[config.mk]
export PLATFORM = sky130hd
export DESIGN_NAME = sacl_ctrl
export DESIGN_NICKNAME = d
export VERILOG_FILES = /design/src/design/set_assoc_cache_lru_sim_unit_defines.svh /design/src/design/sacl_pkg.sv /design/src/design/sacl_ctrl.sv
export SDC_FILE = /design/constraint.sdc
export NUM_CORES = 1
export LEC_CHECK = 0
export ABC_AREA = 1
export BUFFER_PORTS_ARGS = -buffer_cell sky130_fd_sc_hd__buf_2
export CELL_PAD_IN_SITES_DETAIL_PLACEMENT = 1
export CELL_PAD_IN_SITES_GLOBAL_PLACEMENT = 1
export CORE_AREA = 2 2 39 41
export DETAILED_ROUTE_END_ITERATION = 7
export DIE_AREA = 0 0 41 43
export GPL_TIMING_DRIVEN = 0
export PLACE_DENSITY = 0.49
export REMOVE_ABC_BUFFERS = 1
export SYNTH_ARGS = -nofsm -noshare
export SYNTH_HDL_FRONTEND = slang
export SYNTH_SLANG_ARGS = --single-unit
[constraint.sdc]
create_clock -name i_clk -period 2.05 [get_ports i_clk]
set_input_delay 0.205 -clock i_clk [delete_from_list [all_inputs] [get_ports i_clk]]
set_output_delay 0.205 -clock i_clk [all_outputs]
set_load 0.02 [all_outputs]
[src/design/set_assoc_cache_lru_sim_unit_defines.svh]
// Assertion macros for the cache simulator block.
`ifndef SET_ASSOC_CACHE_LRU_SIM_UNIT_DEFINES_SVH
`define SET_ASSOC_CACHE_LRU_SIM_UNIT_DEFINES_SVH

// Same-cycle implication, checked outside reset.
`define SACL_ASSERT_NOW(lbl, ante, cons, msg) \
    lbl: assert property (@(posedge i_clk) disable iff (!i_rst_n) (ante) |-> (cons)) \
        else $error(msg);

// Next-cycle implication, checked outside reset.
`define SACL_ASSERT_NEXT(lbl, ante, cons, msg) \
    lbl: assert property (@(posedge i_clk) disable iff (!i_rst_n) (ante) |=> (cons)) \
        else $error(msg);

`endif

[src/design/sacl_pkg.sv]
package sacl_pkg;

    localparam int ADDR_W    = 64;
    localparam int TAG_W     = 64;
    localparam int TOTAL_W   = 32;
    localparam int CFG_IDX_W = 2;
    localparam int CFG_DAT_W = 6;

    // configuration register indexes
    localparam logic [CFG_IDX_W-1:0] CFG_SET_BITS    = 2'd0;
    localparam logic [CFG_IDX_W-1:0] CFG_WAYS_IN_USE = 2'd1;
    localparam logic [CFG_IDX_W-1:0] CFG_OFFSET_BITS = 2'd2;

    // access modes
    localparam logic [1:0] MODE_MODIFY = 2'd2;

    // access outcomes
    localparam logic [1:0] OUT_HIT   = 2'd0;
    localparam logic [1:0] OUT_FILL  = 2'd1;
    localparam logic [1:0] OUT_EVICT = 2'd2;

    typedef logic [TOTAL_W-1:0] t_total;

    typedef struct packed {
        logic clear_step;
        logic load_item;
        logic start_read;
        logic evaluate;
    } t_dp_cmd;

    typedef struct packed {
        logic clear_done;
        logic out_free;
        logic more_access;
    } t_dp_status;

endpackage

[src/design/sacl_ctrl.sv]
module sacl_ctrl
    import sacl_pkg::*;
(
    input  logic       i_clk,
    input  logic       i_rst_n,
    input  logic       i_in_valid,
    output logic       o_in_ready,
    input  t_dp_status i_status,
    output t_dp_cmd    o_cmd
);
    localparam logic [1:0] ST_CLEAR = 2'd0;
    localparam logic [1:0] ST_IDLE  = 2'd1;
    localparam logic [1:0] ST_READ  = 2'd2;
    localparam logic [1:0] ST_EVAL  = 2'd3;

    logic [1:0] r_state;
    logic [1:0] n_state;

    always_comb begin
        n_state = r_state;
        o_cmd   = '0;
        o_in_ready = 1'b0;
        unique case (r_state)
            ST_CLEAR: begin
                o_cmd.clear_step = 1'b1;
                if (i_status.clear_done) begin
                    n_state = ST_IDLE;
                end
            end
            ST_IDLE: begin
                o_in_ready = 1'b1;
                if (i_in_valid) begin
                    o_cmd.load_item = 1'b1;
                    n_state = ST_READ;
                end
            end
            ST_READ: begin
                o_cmd.start_read = 1'b1;
                n_state = ST_EVAL;
            end
            ST_EVAL: begin
                if (i_status.out_free) begin
                    o_cmd.evaluate = 1'b1;
                    n_state = i_status.more_access ? ST_READ : ST_IDLE;
                end
            end
            default: n_state = ST_CLEAR;
        endcase
    end

    always_ff @(posedge i_clk) begin
        if (!i_rst_n) begin
            r_state <= ST_CLEAR;
        end else begin
            r_state <= n_state;
        end
    end
endmodule

# Word-level counts from Yosys, hierarchy flattened
# Cells that the tools add are included.
dict set report op_classes {
  n_eq_ne 6
  muxes 12
  reduce_logical 2
}
# op n
set op_table {}
lappend op_table {{two-way mux 2 bit} 4}
lappend op_table {{one-hot mux 2 bit (4 select lines)} 1}
lappend op_table {{two-way mux 1 bit} 7}
lappend op_table {{!= test 2 bit (second input constant)} 3}
lappend op_table {{equality test 2 bit (second input constant)} 2}
lappend op_table {{AND reduction 3 bit} 1}
lappend op_table {{equality test 2 x 1 -> 1 bit (second input constant)} 1}
lappend op_table {{zero test 2 bit} 1}
dict set report word_totals {
  register_bits 2
  out_inout_bits 5
  elab_cells 21
}

# Longest topological paths before layout
# Gate-level depths: netlist of the first run.
dict set report depth {
  word_depth 3
  mapped_depth 6
  ltp_nobuf 6
}

# Worst setup path after synthesis of the first run
# OpenSTA, ideal clock, no wires.
dict set report synth_timing {
  kind {register to output}
  start {reg r_state[0]}
  end {out o_cmd[0] (netlist name)}
  arrival_ns 0.996
  path_slack_ns 0.849
  stages_incl_launch_ff 3
  n_path_buf 0
  cell_sequence {dfxtp_1 inv_1 nor3_1}
}
# item line
set synth_rtl {}
lappend synth_rtl {{from (decl)} sacl_ctrl.sv:16} ;# logic [1:0] r_state;
lappend synth_rtl {{from (signal assigned)} sacl_ctrl.sv:55} ;# r_state <= n_state;
lappend synth_rtl {{to (decl)} sacl_ctrl.sv:9} ;# output t_dp_cmd o_cmd

==> results of run 1 <==
[power breakdown]
part           total, mW  internal [mW]  switching, mW
clock             0.0868         0.0646         0.0222
sequential        0.0555         0.0449         0.0106
combinational     0.0697         0.0259         0.0438
[synth_stat cells, drive strengths merged]
master  number  area [µm²]
nor2         4        17.5
nand3        3        15.0
nand2        5        21.3
inv          9        33.8
o21ai        2        10.0
nor3         2        10.0
dfxtp        2        40.0
a21oi        1        5.00
[per-layer routing]
layer	up-vias	routed length [µm]	track usage [%]	part of all wire (%)
li1	109	-	-	-
met1	95	180	7.03	41
met2	6	219	8.44	50
met3	0	37	4.71	8.5
met4	0	0	4.00	0
met5	-	0	0	0
[worst max path at each step]
| stage | depth (start not counted) | end |
|---|---|---|
| after global placement | 3 | o_cmd[0] |
| after detailed placement | 3 | o_cmd[0] |
| final | 3 | o_cmd[0] |
| after global routing | 3 | o_cmd[0] |
| after CTS | 3 | o_cmd[0] |
| after floorplan | 2 | o_cmd[0] |
[layout make-up]
cell class	instances	area share, %
sequential	2	16.3
multi-input combinational	17	32.1
tap	16	8.16
timing repair buffer	10	20.4
inverter	9	13.8
clock buffer	3	9.18
[logic make-up (layout without fill, tap and decap cells)]
kind of cell / Yosys count / after routing / share of synthesized area, %
flops: 2 / 2 / 26.2
buf+inv: 9 / 22 / 22.1
simple gates: 14 / 14 / 41.8
compound gates: 3 / 3 / 9.83
[worst max-delay path, delay by kind of cell, from the launching register on]
family                 cells  cell delay, ns
AND/OR/NAND/NOR            1            0.18
buffers and inverters      2            0.30
flip-flops                 1            0.44
==> metrics, run 1 <==
CP arrival 1.14 ns; Layout area overhead 60.7%; worst hold slack 0.179 ns; hpwl dp 343 µm; synth warn 0; flop2flop setup slack 1.09 ns; Vias 210; pin count of the biggest net entering global routing 8; Antenna Nets Post-Route 0; Die Wd 41 µm; Pins Over Slew Limit 0; slowest stage delay, CP 0.44 ns; initial antenna violation count 0; Largest register FFs 2; number of global-route vias before repair 188; Final min period 1.34 ns; maxcap violations 0; FF/Latch Area 40.0 µm²; worst r2r dst r_state[0]; register area share after synthesis 26.2%; worst-path cell chain inv_1 -> nor3_1 -> buf_2; crit path kind reg -> out; distinct cell type count after synthesis 12; final worst path period share 65.6%; Num CTS Buffers 3; Max IR drop VDD 0.237 mV; final WL 437 µm; Clock Sinks 2; Setup Buffers After CTS 0; post-route setup slack 0.705 ns; Largest regs r_state: 2 flops; antenna cells 0; post-DR wirelength/cell 7.67 µm; PwrDens 864 mW/mm²; via/cell ratio 3.68; nets@finish 49; clk buf depth 2; most frequent cells in the layout buf_2 (10), inv_1 (8), nand2_1 (4); clk_lat worst skew 0.22 ns; share of cells above drive strength 1 39.0%; Avg Cell Area, Syn 5.45 µm²; unrepaired setup endpoints after global routing false; final core occ 17.7%; dpl cell area 223 µm²; Total GRT Usage 6.41%; initial core utilization 11.0%; Fillers 193; Fmax 744 MHz; crit path from r_state[0]; 1st-iter DRT viols 2; min-delay src i_rst_n; core box area 0.00138 mm²; Max stage delay cell, worst path dfxtp_1; Top reg by flops r_state; hold path cells 3; die area 0.00176 mm²; # setup viols final 0; leading cell type in the layout, fill and taps excluded buf_2; Power, Total 0.212 mW; Hold Path Class in -> reg; Top Ports 11; TritonCTS clock tree done; Hold-fix buffers, CTS 0; # rows 14; outcome finished clean; total congestion overflow 0; Clock Skew 0.00196 ns; Placed Cells 54; synthesized cell area 153 µm²; Worst Hold Endpoint r_state[1]; Yosys reg bits 2; Worst R2R Path Depth 5; launching element type of the critical path register; Worst-Margin Slew 0.243 ns; pre-CTS setup slack 0.909 ns; Gate Count Post-Synth 28; critical path fanouts, max 7; non-filler cells, final 57; footprint of the multi-input gates 78.8 µm²; Reg2Reg Launch Point r_state[1]; # DRC 0; Data required, critical path 1.85 ns; Die Y-Extent 43 µm; clock root buffer clkbuf_4; static leakage 0.157 nW; Max H-tree Level 1; Fin. Hold Viols 0; post-cts resize count 0; DR pass1 iterations 2; GPL Wtd Cong 0.592; # port buffers 10; setup TNS 0 ns; first-pass GRT wire length 724 µm; CP Capture Type output port; Worst slew margin 83.8%; post-route cell area 245 µm²; clock-pin slew on the worst setup and hold paths 0.03 ns
Note: power is estimated with default switching activity, not from simulation.
==> run 2, diff against run 1 <==
clock period = 1.25 ns   (was 2.05 ns; I/O delays follow)
==> metrics, run 2 (synthesis results as in run 1) <==
via/cell ratio 3.68; worst hold slack 0.0988 ns; final WL 437 µm; Max IR drop VDD 0.388 mV; Fmax 875 MHz; initial core utilization 11.0%; nets@finish 49; pin count of the biggest net entering global routing 8; # port buffers 10; PwrDens 1400 mW/mm²; die area 0.00176 mm²; setup TNS 0 ns; Buf/Inv on CP 2; CP Capture Type output port; final worst path period share 91.4%; maxcap violations 0; slowest stage delay, CP 0.37 ns; DR pass1 iterations 2; Hold-fix buffers, CTS 0; crit-path leading delay family flip-flops; Data required, critical path 1.12 ns; initial antenna violation count 0; clk buf depth 2; # setup viols final 0; 1st-iter DRT viols 2; Die Y-Extent 43 µm; hpwl dp 343 µm; launching element type of the critical path register; Top Ports 11; antenna cells 0; Max H-tree Level 1; leading cell type in the layout, fill and taps excluded buf_2; first-pass GRT wire length 724 µm; total congestion overflow 0; outcome finished clean; Top reg by flops r_state; Die Wd 41 µm; post-DR wirelength/cell 7.67 µm; clock-pin slew on the worst setup and hold paths 0.03 ns; share of cells above drive strength 1 43.9%; # rows 14; Clock Skew 0.00251 ns; Largest register FFs 2; core box area 0.00138 mm²; crit path kind reg -> out; # DRC 0; Vias 210; number of global-route vias before repair 188; GPL Wtd Cong 0.592; Antenna Nets Post-Route 0; Clock Sinks 2; CP arrival 1.02 ns; Worst-Margin Slew 0.149 ns; Layout area overhead 63.9%; unrepaired setup endpoints after global routing false; Final min period 1.14 ns; Pins Over Slew Limit 0; static leakage 0.158 nW; Fin. Hold Viols 0; Worst slew margin 90.0%; clock root buffer clkbuf_4; TritonCTS clock tree done; Max stage delay cell, worst path dfxtp_4; clk_lat worst skew 0.22 ns; worst-path cell chain inv_1 -> nor3_1 -> buf_2; Total GRT Usage 6.41%; Num CTS Buffers 3; critical path fanouts, max 7; most frequent cells in the layout buf_2 (10), inv_1 (8), nand2_1 (4); Hold Path Class in -> reg; Largest regs r_state: 2 flops
[run 2: changes by cell type in the layout (fill, tap and decap cells not counted)]
| cell | before | now |
|---|---|---|
| dfxtp_2 | 0 | 1 |
| dfxtp_1 | 2 | 0 |
| dfxtp_4 | 0 | 1 |
[run 2: worst reg2reg max path: cells and delay by family, from the launching register on]
kind | cells | cell delay [ns]
compound gates | 1 | 0.15
simple gates | 3 | 0.28
flops | 1 | 0.35
[run 2: final timing paths]
| path | start | end | slack (ns) | cells past startpoint |
|---|---|---|---|---|
| min | i_rst_n | r_state[1] | 0.1 | 3 |
| min reg2reg | r_state[0] | r_state[0] | 0.62 | 3 |
| max reg2reg | r_state[0] | r_state[0] | 0.35 | 4 |
| max | r_state[0] | o_cmd[0] | 0.11 | 3 |
[run 2: final cells by class]
type	count	area, µm²
well taps	16	20.0
inverters	9	33.8
flip-flops and latches	2	45.0
clock buffers	3	22.5
repair buffers	10	50.0
fillers	195	1130
multi-input cells	17	78.8
[run 2: repair_timing]
action | 4_1_cts | 5_1_grt
setup buffers | 0 | 0
pin swaps | 0 | 0
setup endpoints to repair | 2 | 1
endpoints found under the hold margin | 0 | 0
gates resized for setup | 2 | 1
[run 2: metrics by stage]
step / power, mW / instances / utilization (%) / worst slack (ns) / cell area, µm²
3_5_place_dp: 0.209 / 54 / 16.1 / 0.189 / 223
2_1_floorplan: 0.168 / 28 / - / 0.129 / 153
5_1_grt: 0.385 / 57 / 18.1 / 0.0167 / 250
3_3_place_gp: 0.209 / 54 / 16.1 / 0.189 / 223
6_report: 0.350 / 57 / 18.1 / 0.107 / 250
4_1_cts: 0.367 / 57 / 17.9 / 0.0351 / 248
[run 2: per-layer routing]
metal	vias to the layer above	global-route usage, %	part of all wire (%)
met4	0	4.00	0
met1	95	7.03	41
li1	109	-	-
met3	0	4.71	8.5
met2	6	8.44	50
met5	-	0	0
[run 2: report_power, final]
group          internal (mW)  switching [mW]  total (mW)
clock                  0.106          0.0360       0.142
sequential            0.0763          0.0172      0.0936
combinational         0.0428          0.0718       0.115
total                  0.225           0.125       0.350
